<file path="config.mk">
export PLATFORM = sky130hd
export DESIGN_NAME = encoder_turn_unwrap_velocity_unit_flat
export DESIGN_NICKNAME = d
export VERILOG_FILES = /design/src/hw/rtl/etuv_pkg.sv /design/src/hw/rtl/etuv_req_if.sv /design/src/hw/rtl/etuv_rsp_if.sv /design/src/hw/rtl/encoder_turn_unwrap_velocity_unit.sv /design/src/hw/rtl/etuv_divider.sv /design/src/flat_wrapper.sv
export SDC_FILE = /design/constraint.sdc
export NUM_CORES = 2
export LEC_CHECK = 0
export BUFFER_PORTS_ARGS = -buffer_cell sky130_fd_sc_hd__buf_4
export CAP_MARGIN = 0
export CORE_UTILIZATION = 40
export DETAILED_ROUTE_END_ITERATION = 6
export GPL_TIMING_DRIVEN = 0
export HOLD_SLACK_MARGIN = 0.02
export SYNTH_ARGS = -nofsm -noshare
export SYNTH_HDL_FRONTEND = slang
export SYNTH_SLANG_ARGS = --single-unit
</file>
<file path="constraint.sdc">
create_clock -name clock -period 7.4 [get_ports clock]
set_clock_uncertainty 0.1 [all_clocks]
set_input_delay 1.11 -clock clock [delete_from_list [all_inputs] [get_ports clock]]
set_output_delay 1.11 -clock clock [all_outputs]
set_load 0.02 [all_outputs]
</file>
<file path="src/hw/rtl/etuv_pkg.sv">
// Shared types and constants for the encoder turn unwrap and velocity unit.
package etuv_pkg;

   // Fixed field widths of the channels and registers.
   localparam int SENSOR_W    = 16;
   localparam int TS_W        = 32;
   localparam int ANGLE_OUT_W = 14;
   localparam int VEL_W       = 32;
   localparam int THR_W       = 14;
   localparam int TPS_W       = 20;
   localparam int ERR_BIT     = 14;

   // Configuration port geometry.
   localparam int CSR_ADDR_W  = 3;
   localparam int CSR_DATA_W  = 32;
   localparam int CSR_IDX_BIT = 2;

   // Register indexes, decoded from one address bit.
   localparam logic REG_WRAP_THRESHOLD   = 1'b0;
   localparam logic REG_TICKS_PER_SECOND = 1'b1;

   // Register reset values.
   localparam logic [THR_W-1:0] WRAP_THRESHOLD_RST   = THR_W'(13107);
   localparam logic [TPS_W-1:0] TICKS_PER_SECOND_RST = TPS_W'(1000);

   // Request kinds.
   localparam logic REQ_SAMPLE = 1'b0;
   localparam logic REQ_QUERY  = 1'b1;

   // Saturation limits of the velocity result.
   localparam logic [VEL_W-1:0] VEL_MAX = 32'h7fff_ffff;
   localparam logic [VEL_W-1:0] VEL_MIN = 32'h8000_0000;

   // Sequencer states of the top level.
   typedef enum logic [5:0] {
      ST_IDLE = 6'b000001,
      ST_ABS  = 6'b000010,
      ST_MUL  = 6'b000100,
      ST_DIV  = 6'b001000,
      ST_SAT  = 6'b010000,
      ST_DONE = 6'b100000
   } seq_state_type;

endpackage

</file>
<file path="src/hw/rtl/etuv_req_if.sv">
// Request channel interface: encoder samples and velocity queries.
interface etuv_req_if
   import etuv_pkg::*;
();
   logic                valid;
   logic                ready;
   logic                req_type;
   logic [SENSOR_W-1:0] sensor_word;
   logic [TS_W-1:0]     timestamp;

   modport source (output valid, output req_type, output sensor_word, output timestamp,
                   input ready);
   modport sink (input valid, input req_type, input sensor_word, input timestamp,
                 output ready);
endinterface

</file>
<file path="src/hw/rtl/etuv_rsp_if.sv">
// Response channel interface: position, angle and velocity results.
interface etuv_rsp_if
   import etuv_pkg::*;
();
   logic                   valid;
   logic                   ready;
   logic                   sensor_error;
   logic [ANGLE_OUT_W-1:0] angle;
   logic signed [31:0]     position;
   logic signed [VEL_W-1:0] velocity;
   logic                   vel_saturated;

   modport source (output valid, output sensor_error, output angle, output position,
                   output velocity, output vel_saturated, input ready);
   modport sink (input valid, input sensor_error, input angle, input position,
                 input velocity, input vel_saturated, output ready);
endinterface

</file>
<file path="src/hw/rtl/encoder_turn_unwrap_velocity_unit.sv">
// Top level of the encoder multi-turn unwrap and velocity unit.
//
// Usage: the request channel carries either an encoder sample (sensor word and
// timestamp) or a velocity query. Every request gives exactly one response
// beat with the sensor error flag, the last good angle, the multi-turn
// position and, for queries, the saturated velocity in counts per second.
// A sample goes from acceptance straight to loading the response register.
// A query steps through magnitude, multiply (the divider registers the
// product as its dividend), the divide with one quotient bit per step of
// the TURN_BITS + ANGLE_BITS + 20 bit dividend in the restoring divider, a
// step to see it finish, clipping, and the response load. The divider sets
// the query latency, and a new request is accepted once the response loads.
// The request side is ready only while the sequencer is idle. The response
// register holds a finished beat while the receiver stalls, and a new request
// is still accepted; its result waits in the sequencer until the response
// register frees up. Reset clears the turn count, the sample and query
// snapshots and the primed flag, and restores the configuration registers
// (wrap threshold 13107, 1000 ticks per second).
module encoder_turn_unwrap_velocity_unit
   import etuv_pkg::*;
#(
   parameter int ANGLE_BITS = 14,
   parameter int TURN_BITS  = 16
) (
   input  logic                  clock,
   input  logic                  reset,
   etuv_req_if.sink              req_ch,
   etuv_rsp_if.source            rsp_ch,
   input  logic                  csr_psel,
   input  logic                  csr_penable,
   input  logic                  csr_pwrite,
   input  logic [CSR_ADDR_W-1:0] csr_paddr,
   input  logic [CSR_DATA_W-1:0] csr_pwdata,
   output logic [CSR_DATA_W-1:0] csr_prdata,
   output logic                  csr_pready
);

   localparam int DP_W   = TURN_BITS + ANGLE_BITS + 1;
   localparam int MAG_W  = DP_W - 1;
   localparam int NUM_W  = MAG_W + TPS_W;
   localparam int CMP_W  = (ANGLE_BITS > THR_W) ? ANGLE_BITS : THR_W;
   localparam int POS_W  = TURN_BITS + ANGLE_BITS;

   // Sequencer and handshake state.
   seq_state_type state_ff, state_in;
   logic          rsp_valid_ff, rsp_valid_in;

   // Configuration registers.
   logic [THR_W-1:0] wrap_thr_ff, wrap_thr_in;
   logic [TPS_W-1:0] tps_ff, tps_in;

   // Tracking state.
   logic [ANGLE_BITS-1:0] last_angle_ff, last_angle_in;
   logic [TURN_BITS-1:0]  turn_count_ff, turn_count_in;
   logic [TS_W-1:0]       last_time_ff, last_time_in;
   logic [ANGLE_BITS-1:0] vel_angle_ff, vel_angle_in;
   logic [TURN_BITS-1:0]  vel_turns_ff, vel_turns_in;
   logic [TS_W-1:0]       vel_time_ff, vel_time_in;
   logic                  primed_ff, primed_in;

   // Velocity datapath registers.
   logic signed [DP_W-1:0] dpos_ff, dpos_in;
   logic [TS_W-1:0]        elapsed_ff, elapsed_in;
   logic [MAG_W-1:0]       mag_ff, mag_in;
   logic                   neg_ff, neg_in;

   // Pending result and response registers.
   logic                   res_err_ff, res_err_in;
   logic [VEL_W-1:0]       res_vel_ff, res_vel_in;
   logic                   res_sat_ff, res_sat_in;
   logic                   out_err_ff, out_err_in;
   logic [ANGLE_OUT_W-1:0] out_angle_ff, out_angle_in;
   logic [31:0]            out_pos_ff, out_pos_in;
   logic [VEL_W-1:0]       out_vel_ff, out_vel_in;
   logic                   out_sat_ff, out_sat_in;

   // Combinational helpers.
   logic                      req_fire;
   logic                      csr_write;
   logic [ANGLE_BITS-1:0]     angle_new;
   logic signed [ANGLE_BITS:0] adelta;
   logic [ANGLE_BITS-1:0]     amag;
   logic                      jump;
   logic [TURN_BITS-1:0]      tdiff;
   logic signed [DP_W-1:0]    tpart;
   logic signed [ANGLE_BITS:0] adiff;
   logic [TS_W-1:0]           tdelta;
   logic [NUM_W-1:0]          product;
   logic signed [POS_W-1:0]   pos_cat;
   logic                      div_start;
   logic                      div_done;
   logic [NUM_W-1:0]          quotient;
   logic                      sat_pos;
   logic                      sat_neg;

   assign req_fire  = req_ch.valid && req_ch.ready;
   assign csr_write = csr_psel && csr_penable && csr_pwrite && csr_pready;

   // Divider for the velocity quotient.
   etuv_divider #(
      .DIVIDEND_W (NUM_W)
   ) u_div (
      .clock    (clock),
      .reset    (reset),
      .start    (div_start),
      .dividend (product),
      .divisor  (elapsed_ff),
      .done     (div_done),
      .quotient (quotient)
   );

   // Configuration writes and reads.
   always_comb begin
      wrap_thr_in = wrap_thr_ff;
      tps_in      = tps_ff;
      if (csr_write) begin
         unique case (csr_paddr[CSR_IDX_BIT])
            REG_WRAP_THRESHOLD:   wrap_thr_in = csr_pwdata[THR_W-1:0];
            REG_TICKS_PER_SECOND: tps_in      = csr_pwdata[TPS_W-1:0];
            default:              wrap_thr_in = wrap_thr_ff;
         endcase
      end
      unique case (csr_paddr[CSR_IDX_BIT])
         REG_WRAP_THRESHOLD:   csr_prdata = CSR_DATA_W'(wrap_thr_ff);
         REG_TICKS_PER_SECOND: csr_prdata = CSR_DATA_W'(tps_ff);
         default:              csr_prdata = '0;
      endcase
   end

   assign csr_pready = 1'b1;

   // Sample unwrap, query snapshot differences, velocity product and clip checks.
   always_comb begin
      angle_new = req_ch.sensor_word[ANGLE_BITS-1:0];
      adelta    = $signed({1'b0, angle_new}) - $signed({1'b0, last_angle_ff});
      amag      = adelta[ANGLE_BITS] ? ANGLE_BITS'(-adelta) : ANGLE_BITS'(adelta);
      jump      = CMP_W'(amag) > CMP_W'(wrap_thr_ff);
      tdiff     = turn_count_ff - vel_turns_ff;
      tpart     = $signed({tdiff[TURN_BITS-1], tdiff, {ANGLE_BITS{1'b0}}});
      adiff     = $signed({1'b0, last_angle_ff}) - $signed({1'b0, vel_angle_ff});
      tdelta    = last_time_ff - vel_time_ff;
      product   = NUM_W'(mag_ff) * NUM_W'(tps_ff);
      pos_cat   = $signed({turn_count_ff, last_angle_ff});
      sat_pos   = |quotient[NUM_W-1:VEL_W-1];
      sat_neg   = (|quotient[NUM_W-1:VEL_W]) ||
                  (quotient[VEL_W-1] && (|quotient[VEL_W-2:0]));
   end

   // Sequencer.
   always_comb begin
      state_in      = state_ff;
      rsp_valid_in  = rsp_valid_ff && !rsp_ch.ready;
      last_angle_in = last_angle_ff;
      turn_count_in = turn_count_ff;
      last_time_in  = last_time_ff;
      vel_angle_in  = vel_angle_ff;
      vel_turns_in  = vel_turns_ff;
      vel_time_in   = vel_time_ff;
      primed_in     = primed_ff;
      dpos_in       = dpos_ff;
      elapsed_in    = elapsed_ff;
      mag_in        = mag_ff;
      neg_in        = neg_ff;
      res_err_in    = res_err_ff;
      res_vel_in    = res_vel_ff;
      res_sat_in    = res_sat_ff;
      out_err_in    = out_err_ff;
      out_angle_in  = out_angle_ff;
      out_pos_in    = out_pos_ff;
      out_vel_in    = out_vel_ff;
      out_sat_in    = out_sat_ff;
      div_start     = 1'b0;

      unique case (state_ff)
         ST_IDLE: begin
            if (req_fire) begin
               res_vel_in = '0;
               res_sat_in = 1'b0;
               res_err_in = 1'b0;
               if (req_ch.req_type == REQ_SAMPLE) begin
                  state_in = ST_DONE;
                  if (req_ch.sensor_word[ERR_BIT]) begin
                     res_err_in = 1'b1;
                  end else if (!primed_ff) begin
                     // The first good sample only primes both snapshots.
                     last_angle_in = angle_new;
                     vel_angle_in  = angle_new;
                     last_time_in  = req_ch.timestamp;
                     vel_time_in   = req_ch.timestamp;
                     primed_in     = 1'b1;
                  end else begin
                     // A large upward jump means the shaft crossed zero backward, a downward one forward.
                     if (jump) begin
                        if (adelta[ANGLE_BITS]) begin
                           turn_count_in = turn_count_ff + TURN_BITS'(1);
                        end else begin
                           turn_count_in = turn_count_ff - TURN_BITS'(1);
                        end
                     end
                     last_angle_in = angle_new;
                     last_time_in  = req_ch.timestamp;
                  end
               end else begin
                  // Capture the differences, then move the query snapshot forward.
                  state_in     = ST_ABS;
                  dpos_in      = tpart + DP_W'(adiff);
                  elapsed_in   = (tdelta == '0) ? TS_W'(1) : tdelta;
                  vel_angle_in = last_angle_ff;
                  vel_turns_in = turn_count_ff;
                  vel_time_in  = last_time_ff;
               end
            end
         end
         ST_ABS: begin
            neg_in   = dpos_ff[DP_W-1];
            mag_in   = dpos_ff[DP_W-1] ? MAG_W'(-dpos_ff) : MAG_W'(dpos_ff);
            state_in = ST_MUL;
         end
         ST_MUL: begin
            // The divider registers the product as its dividend.
            div_start = 1'b1;
            state_in  = ST_DIV;
         end
         ST_DIV: begin
            if (div_done) begin
               state_in = ST_SAT;
            end
         end
         ST_SAT: begin
            // Clip the magnitude quotient to the signed 32-bit range.
            if (neg_ff) begin
               res_sat_in = sat_neg;
               res_vel_in = sat_neg ? VEL_MIN : -quotient[VEL_W-1:0];
            end else begin
               res_sat_in = sat_pos;
               res_vel_in = sat_pos ? VEL_MAX : quotient[VEL_W-1:0];
            end
            state_in = ST_DONE;
         end
         ST_DONE: begin
            if (!rsp_valid_ff || rsp_ch.ready) begin
               rsp_valid_in = 1'b1;
               out_err_in   = res_err_ff;
               out_angle_in = ANGLE_OUT_W'(last_angle_ff);
               out_pos_in   = 32'(pos_cat);
               out_vel_in   = res_vel_ff;
               out_sat_in   = res_sat_ff;
               state_in     = ST_IDLE;
            end
         end
         default: begin
            state_in = ST_IDLE;
         end
      endcase
   end

   // Control, configuration and tracking state.
   always_ff @(posedge clock) begin
      if (reset) begin
         state_ff      <= ST_IDLE;
         rsp_valid_ff  <= 1'b0;
         wrap_thr_ff   <= WRAP_THRESHOLD_RST;
         tps_ff        <= TICKS_PER_SECOND_RST;
         last_angle_ff <= '0;
         turn_count_ff <= '0;
         last_time_ff  <= '0;
         vel_angle_ff  <= '0;
         vel_turns_ff  <= '0;
         vel_time_ff   <= '0;
         primed_ff     <= 1'b0;
      end else begin
         state_ff      <= state_in;
         rsp_valid_ff  <= rsp_valid_in;
         wrap_thr_ff   <= wrap_thr_in;
         tps_ff        <= tps_in;
         last_angle_ff <= last_angle_in;
         turn_count_ff <= turn_count_in;
         last_time_ff  <= last_time_in;
         vel_angle_ff  <= vel_angle_in;
         vel_turns_ff  <= vel_turns_in;
         vel_time_ff   <= vel_time_in;
         primed_ff     <= primed_in;
      end
   end

   // Payload registers.
   always_ff @(posedge clock) begin
      dpos_ff      <= dpos_in;
      elapsed_ff   <= elapsed_in;
      mag_ff       <= mag_in;
      neg_ff       <= neg_in;
      res_err_ff   <= res_err_in;
      res_vel_ff   <= res_vel_in;
      res_sat_ff   <= res_sat_in;
      out_err_ff   <= out_err_in;
      out_angle_ff <= out_angle_in;
      out_pos_ff   <= out_pos_in;
      out_vel_ff   <= out_vel_in;
      out_sat_ff   <= out_sat_in;
   end

   // Channel outputs.
   assign req_ch.ready         = (state_ff == ST_IDLE);
   assign rsp_ch.valid         = rsp_valid_ff;
   assign rsp_ch.sensor_error  = out_err_ff;
   assign rsp_ch.angle         = out_angle_ff;
   assign rsp_ch.position      = $signed(out_pos_ff);
   assign rsp_ch.velocity      = $signed(out_vel_ff);
   assign rsp_ch.vel_saturated = out_sat_ff;

`ifndef ASSERT_OFF
   // A query always starts the velocity sequence with the magnitude step.
   a_query_to_abs: assert property (@(posedge clock) disable iff (reset)
      (req_fire && req_ch.req_type == REQ_QUERY) |=> (state_ff == ST_ABS))
      else $error("query did not enter the velocity sequence");

   // The divider only finishes while the sequencer waits for it.
   a_div_done_in_div: assert property (@(posedge clock) disable iff (reset)
      div_done |-> (state_ff == ST_DIV))
      else $error("divider finished outside the divide state");

   // A clipped velocity is one of the two range limits.
   a_sat_limits: assert property (@(posedge clock) disable iff (reset)
      (rsp_valid_ff && out_sat_ff) |-> (out_vel_ff == VEL_MAX || out_vel_ff == VEL_MIN))
      else $error("saturated velocity is not a range limit");

   // A dropped sample reports no velocity.
   a_err_no_vel: assert property (@(posedge clock) disable iff (reset)
      (rsp_valid_ff && out_err_ff) |-> (out_vel_ff == '0 && !out_sat_ff))
      else $error("error beat carries a velocity");
`endif

endmodule

</file>
<file path="src/hw/rtl/etuv_divider.sv">
// Restoring unsigned divider that retires one quotient bit per cycle.
module etuv_divider
   import etuv_pkg::*;
#(
   parameter int DIVIDEND_W = 52
) (
   input  logic                  clock,
   input  logic                  reset,
   input  logic                  start,
   input  logic [DIVIDEND_W-1:0] dividend,
   input  logic [TS_W-1:0]       divisor,
   output logic                  done,
   output logic [DIVIDEND_W-1:0] quotient
);

   localparam int CNT_W = $clog2(DIVIDEND_W + 1);

   logic                  busy_ff, busy_in;
   logic                  done_ff, done_in;
   logic [CNT_W-1:0]      cnt_ff, cnt_in;
   logic [DIVIDEND_W-1:0] quo_ff, quo_in;
   logic [TS_W-1:0]       rem_ff, rem_in;
   logic [TS_W-1:0]       dvs_ff, dvs_in;
   logic [TS_W:0]         shifted;
   logic [TS_W+1:0]       trial;

   // One trial subtraction of the divisor from the shifted partial remainder.
   always_comb begin
      shifted = {rem_ff, quo_ff[DIVIDEND_W-1]};
      trial   = {1'b0, shifted} - {2'b00, dvs_ff};
      busy_in = busy_ff;
      done_in = 1'b0;
      cnt_in  = cnt_ff;
      quo_in  = quo_ff;
      rem_in  = rem_ff;
      dvs_in  = dvs_ff;
      if (start) begin
         busy_in = 1'b1;
         cnt_in  = CNT_W'(DIVIDEND_W);
         quo_in  = dividend;
         rem_in  = '0;
         dvs_in  = divisor;
      end else if (busy_ff) begin
         if (trial[TS_W+1]) begin
            rem_in = shifted[TS_W-1:0];
            quo_in = {quo_ff[DIVIDEND_W-2:0], 1'b0};
         end else begin
            rem_in = trial[TS_W-1:0];
            quo_in = {quo_ff[DIVIDEND_W-2:0], 1'b1};
         end
         cnt_in = cnt_ff - CNT_W'(1);
         if (cnt_ff == CNT_W'(1)) begin
            busy_in = 1'b0;
            done_in = 1'b1;
         end
      end
   end

   // Control state.
   always_ff @(posedge clock) begin
      if (reset) begin
         busy_ff <= 1'b0;
         done_ff <= 1'b0;
         cnt_ff  <= '0;
      end else begin
         busy_ff <= busy_in;
         done_ff <= done_in;
         cnt_ff  <= cnt_in;
      end
   end

   // Datapath registers.
   always_ff @(posedge clock) begin
      quo_ff <= quo_in;
      rem_ff <= rem_in;
      dvs_ff <= dvs_in;
   end

   assign done     = done_ff;
   assign quotient = quo_ff;

endmodule
</file>
<file path="src/flat_wrapper.sv">
// flat-port wrapper written by rule: the top's interface ports become plain ports
module encoder_turn_unwrap_velocity_unit_flat import etuv_pkg::*;
#(
   parameter int ANGLE_BITS = 14,
   parameter int TURN_BITS  = 16
)
  (clock, reset, csr_psel, csr_penable, csr_pwrite, csr_paddr, csr_pwdata, csr_prdata, csr_pready, req_ch_valid, req_ch_req_type, req_ch_sensor_word, req_ch_timestamp, req_ch_ready, rsp_ch_valid, rsp_ch_sensor_error, rsp_ch_angle, rsp_ch_position, rsp_ch_velocity, rsp_ch_vel_saturated, rsp_ch_ready);
  etuv_req_if req_ch_i ();
  etuv_rsp_if rsp_ch_i ();
  input  logic clock;
  input  logic reset;
  input  logic csr_psel;
  input  logic csr_penable;
  input  logic csr_pwrite;
  input  logic [CSR_ADDR_W-1:0] csr_paddr;
  input  logic [CSR_DATA_W-1:0] csr_pwdata;
  output logic [CSR_DATA_W-1:0] csr_prdata;
  output logic csr_pready;
  input wire logic [$bits(req_ch_i.valid)-1:0] req_ch_valid;
  input wire logic [$bits(req_ch_i.req_type)-1:0] req_ch_req_type;
  input wire logic [$bits(req_ch_i.sensor_word)-1:0] req_ch_sensor_word;
  input wire logic [$bits(req_ch_i.timestamp)-1:0] req_ch_timestamp;
  output wire logic [$bits(req_ch_i.ready)-1:0] req_ch_ready;
  output wire logic [$bits(rsp_ch_i.valid)-1:0] rsp_ch_valid;
  output wire logic [$bits(rsp_ch_i.sensor_error)-1:0] rsp_ch_sensor_error;
  output wire logic [$bits(rsp_ch_i.angle)-1:0] rsp_ch_angle;
  output wire logic [$bits(rsp_ch_i.position)-1:0] rsp_ch_position;
  output wire logic [$bits(rsp_ch_i.velocity)-1:0] rsp_ch_velocity;
  output wire logic [$bits(rsp_ch_i.vel_saturated)-1:0] rsp_ch_vel_saturated;
  input wire logic [$bits(rsp_ch_i.ready)-1:0] rsp_ch_ready;
  assign req_ch_i.valid = req_ch_valid;
  assign req_ch_i.req_type = req_ch_req_type;
  assign req_ch_i.sensor_word = req_ch_sensor_word;
  assign req_ch_i.timestamp = req_ch_timestamp;
  assign req_ch_ready = req_ch_i.ready;
  assign rsp_ch_valid = rsp_ch_i.valid;
  assign rsp_ch_sensor_error = rsp_ch_i.sensor_error;
  assign rsp_ch_angle = rsp_ch_i.angle;
  assign rsp_ch_position = rsp_ch_i.position;
  assign rsp_ch_velocity = rsp_ch_i.velocity;
  assign rsp_ch_vel_saturated = rsp_ch_i.vel_saturated;
  assign rsp_ch_i.ready = rsp_ch_ready;
  encoder_turn_unwrap_velocity_unit #(.ANGLE_BITS(ANGLE_BITS), .TURN_BITS(TURN_BITS)) u_core (.clock(clock), .reset(reset), .req_ch(req_ch_i), .rsp_ch(rsp_ch_i), .csr_psel(csr_psel), .csr_penable(csr_penable), .csr_pwrite(csr_pwrite), .csr_paddr(csr_paddr), .csr_pwdata(csr_pwdata), .csr_prdata(csr_prdata), .csr_pready(csr_pready));
endmodule
</file>
# After elaboration in Yosys (flattened, before gate mapping)
# Index checks and enable logic that the tools add are counted.
# classes
n_mul	1
order_cmp	1
mux	37
eq_ne	12
addsub	12
reduce_logical	27
n_bitwise	4
# op_table
cell	count
32-bit 2-to-1 mux	8
32-bit case mux with 2 select lines	2
50-bit 2-to-1 mux	2
14-bit 2-to-1 mux	4
30-bit by 20-bit multiplier with 50-bit output	1
6-bit 2-to-1 mux	6
6-bit case mux with 6 select lines	1
33-bit by 32-bit subtractor with 34-bit output	1
32-bit zero test	1
32-bit negation	1
32-bit subtractor	1
30-bit by 15-bit adder with 31-bit output	1
31-bit OR reduction	1
30-bit 2-to-1 mux	1
30-bit negation	1
14-bit by 14-bit subtractor with 15-bit output	2
19-bit OR reduction	1
18-bit OR reduction	1
16-bit by 1-bit adder with 16-bit output, second input constant	1
16-bit 2-to-1 mux	1
16-bit by 1-bit subtractor with 16-bit output, second input constant	1
16-bit subtractor	1
14-bit > comparator	1
14-bit negation	1
22 further kinds	52
# totals
inputBits	91
register_bits	494
elab_cells	124

# Depth between registers and ports, before layout
# logic_depth
word_depth	6
ltp_mapped	27
mapped_depth_nobuf	26

# Modules after synthesis
# A second synthesis with hierarchy kept.
# unflattened
cells_unflattened	4917
area_unflattened_um2	45690.1
# by_module_without_submodules
module	seq_area_each_um2	cells_each	instances	area_each_um2
encoder_turn_unwrap_velocity_unit	9088.7	4266	1	38762.2
etuv_divider	3263.1	651	1	6927.9

# Worst setup path before layout
# No wires, ideal clock.
# synth_path
path_kind	register to register
from	register u_core.mag_ff[11]
to	register u_core.u_div.quo_ff[39], in the netlist u_core.u_div.quotient[39] (data pin)
arrival_ns	6.888
required_ns	7.040
path_stages_with_launch	26
slack_ns	0.152
path_buffers	2
cell_sequence	edfxtp_1 -> clkbuf_1 -> and2_1 -> fa_1 -> inv_1 -> fa_1 -> fa_1 -> inv_1 -> fa_1 -> fa_1 -> fa_1 -> inv_1 -> fa_1 -> inv_1 -> ha_1 -> clkbuf_1 -> nand4_1 -> nor4_1 -> nand4_1 -> and3_1 -> o31a_1 -> o221a_2 -> a21boi_0 -> nor2_1 -> xnor2_1 -> mux2_2
# synth_via
elab_chain_len	2
# synth_rtl
element	line	rtl
start, declared	encoder_turn_unwrap_velocity_unit.sv:64	logic [MAG_W-1:0] mag_ff, mag_in;
start signal, assigned	encoder_turn_unwrap_velocity_unit.sv:290	mag_ff <= mag_in;
30-bit by 20-bit multiplier with 50-bit output	encoder_turn_unwrap_velocity_unit.sv:142	product = NUM_W'(mag_ff) * NUM_W'(tps_ff);
50-bit 2-to-1 mux	etuv_divider.sv:37	if (start) begin
via u_core.u_div.quo_in[39]	etuv_divider.sv:21	logic [DIVIDEND_W-1:0] quo_ff, quo_in;
end signal, assigned	etuv_divider.sv:74	quo_ff <= quo_in;
end, declared	etuv_divider.sv:21	
# The timed path passes the listed nets, and every way through them passes these cells.
# A chain may end at the register's enable or synchronous reset.

# Final worst setup path
# layout_path
from	register u_core.mag_ff[12]
to	register u_core.u_div.quo_ff[39], in the netlist u_core.u_div.quotient[39] (data pin)
# Same word-level chain as after synthesis.

==> summary.txt <==
run status = finished with violations
failing checks = setup timing
die span in y = 340 microns
RSZ-0062 raised after global routing = yes
pin slew with the least headroom to its limit = 1140 ps
post-synthesis sequential area ratio = 0.270
Async SR Flop Fraction = 0
post-synthesis cell type count = 86
Syn Std Cell Area = 45,700 sq um
worst setup margin = -93.3 ps
Row Count = 123
CTS tree = done
final global-route overflow total = 0
Fill cells = 11,000
Initial Util = 0.405
# DRC = 0
Sw Ratio = 0.413
share of cells above drive strength 1 = 0.117
initial antenna violation count = 6
Crit-path slowest cell = fa_1
Seq cells post-synth = 480
Setup CP Type = reg -> reg
synthesized area per cell = 9.06 sq um
post-synth top area share = 0.222
Critical Path AT = 7710 ps
die area = 116,000 sq um
most area-consuming cells after synthesis = fa_1 22%, edfxtp_1 18%, dfxtp_1 9.0%
Post-DRT Antenna Nets = 0
chip width = 340 microns
R2R Setup Slk = -90 ps
Max-slew headroom = 0.238
final core utilization = 0.466
LEAKAGE = 23.2 nW
crit-path leading delay family = adder cells
period utilization = 1.01
number of global-route vias before repair = 35,700
Post-DP HPWL = 109,000 microns
Final Max Tran Viols = 0
final WL = 139,000 microns
synth cell count leaders = 750 x inv_1, 725 x nand2_1, 507 x fa_1
DR vias = 36,600
H-tree depth = 2
final setup vio count = 5
Ports = 206
CTS Buf Count = 54
Min-Delay Path Class = reg -> reg
delay of the slowest critical-path stage = 550 ps
EDFF count, synth = 274
Clock Latency Late Sink = 640 ps
FMAX = 133 MHz
Psw = 5.54 mW
Synth Warn # = 0
non-filler cells, final = 6,898
Max VDD drop = 0.000280 V
max-cap violations = 0
top-count cell post-synth = inv_1
Int Power = 7.87 mW
# port buffers = 174
DR pass1 iterations = 6
Hold Buf Count CTS = 0
GPL Wtd Cong = 0.961
Max clock buf depth = 3
Worst Setup Start Kind = flop
clock root buffer = clkbuf_16
fin crit period = 7490 ps
clock network power share = 0.207
gr usage total = 0.236
Core Area = 113,000 sq um
Sequential Power Share = 0.239
TritonCTS Sinks = 480
area delta synth->final = 15.0%
Worst-path clk slew = 60 ps
1st-iter DRT viols = 2,762
Combinational Power Share = 0.554
Cells after DPL = 6,739
Via density = 5.30
first-pass GRT wire length = 211,000 microns
pwr dens = 255 nW/um^2
# nets final = 6,267
CP endpoint kind = flop
crit-path max FO = 7
Synth Instances = 5,047
Synth area leader = fa_1
Wirelength per Cell = 20.1 microns
Final Hold Vio Count = 0
CP Data Required Time = 7620 ps
WP buf/inv = 6
pin count of the biggest net entering global routing = 43
dominant synthesized flop cell = edfxtp_1
CP dominant cell by count = fa_1
## metrics by stage
step / hold WS [ps] / area (sq um) / TNS (ps) / power (mW) / setup slack (ps)
after floorplan: 300 / 45800 / 0 / 7.76 / 152
after global placement: 302 / 49000 / -28130 / 9.51 / -1280
after detailed placement: 305 / 49100 / -28360 / 9.55 / -1300
after CTS: 277 / 52100 / -111 / 13.0 / -40.2
after global routing: 307 / 52600 / -2500 / 14.3 / -295
final: 286 / 52600 / -283 / 13.4 / -93.3
## layout by cell type, fill, tap and decap left out, drive strengths merged, types with 250 or more instances in the layout
| cell | Yosys | layout |
|---|---|---|
| a21oi | 293 | 293 |
| and2 | 279 | 279 |
| buf | 36 | 306 |
| clkbuf | 240 | 282 |
| edfxtp | 274 | 274 |
| fa | 507 | 507 |
| ha | 315 | 315 |
| inv | 750 | 751 |
| nand2 | 725 | 725 |
| nor2 | 250 | 250 |
## power groups by stage
stage                     clock, mW  combinational (mW)  sequential (mW)
after floorplan                   0                4.54             3.22
after global placement            0                6.26             3.26
after detailed placement          0                6.29             3.26
after CTS                      2.83                6.92             3.20
after global routing           2.94                8.17             3.22
final                          2.78                7.43             3.20
## logic make-up after synthesis
family          share of synthesized area
other cells                      0.000164
xor+xnor                           0.0343
flops                               0.270
mux                                0.0162
simple gates                        0.165
compound gates                      0.120
buf+inv                            0.0869
fa+ha+maj                           0.308
## registers in the layout, summed over array words and instances (netlist names), 14 cells and up
signal	cells
u_core.last_time_ff	32
u_core.u_div.dvs_ff	32
u_core.turn_count_ff	16
u_core.last_angle_ff	14
u_core.tps_ff	20
u_core.u_div.quotient	50
u_core.wrap_thr_ff	14
u_core.mag_ff	30
u_core.rsp_ch.position	30
u_core.vel_time_ff	32
u_core.rsp_ch.velocity	32
u_core.elapsed_ff	32
u_core.vel_turns_ff	16
u_core.res_vel_ff	32
u_core.dpos_ff	31
u_core.u_div.rem_ff	32
u_core.vel_angle_ff	14
## metal layers
| metal | GRT usage | up-vias | share of wire |
|---|---|---|---|
| li1 | - | 17100 | - |
| met1 | 0.330 | 18100 | 0.44 |
| met2 | 0.370 | 1158 | 0.45 |
| met3 | 0.0455 | 213 | 0.076 |
| met4 | 0.0720 | 4 | 0.031 |
| met5 | 0 | - | 0.00017 |
## layout make-up
cell class              count  area (sq um)  share of cell area
flip-flops and latches    480         12400               0.235
well taps                1500          1880              0.0357
repair inverters            1          5.00           0.0000951
plain buffers             266          1630              0.0311
diodes                      2          5.00           0.0000951
inverters                 752          2830              0.0537
clock inverters            25           293             0.00556
repair buffers            249          2000              0.0380
multi-input cells        3550         30100               0.571
clock buffers              73          1550              0.0294
## worst paths after layout
check	from	end	depth (start not counted)
worst max register to register	u_core.mag_ff[12]$_DFFE_PP_	u_core.u_div.quotient[39]$_DFFE_PP_	25
worst min register to register	u_core.res_sat_ff$_SDFFCE_PN0P_	u_core.rsp_ch.vel_saturated$_DFFE_PP_	0
worst max-delay path	u_core.mag_ff[12]$_DFFE_PP_	u_core.u_div.quotient[39]$_DFFE_PP_	25
worst min-delay path	u_core.res_sat_ff$_SDFFCE_PN0P_	u_core.rsp_ch.vel_saturated$_DFFE_PP_	0
## what timing repair did
action | CTS | global route
endpoints found under the setup margin | 35 | 37
setup buffers | 42 | 26
pin swaps | 75 | 93
cloned | 2 | 2
gates resized for setup | 277 | 137
No activity file was read; power rests on OpenSTA's default activity.
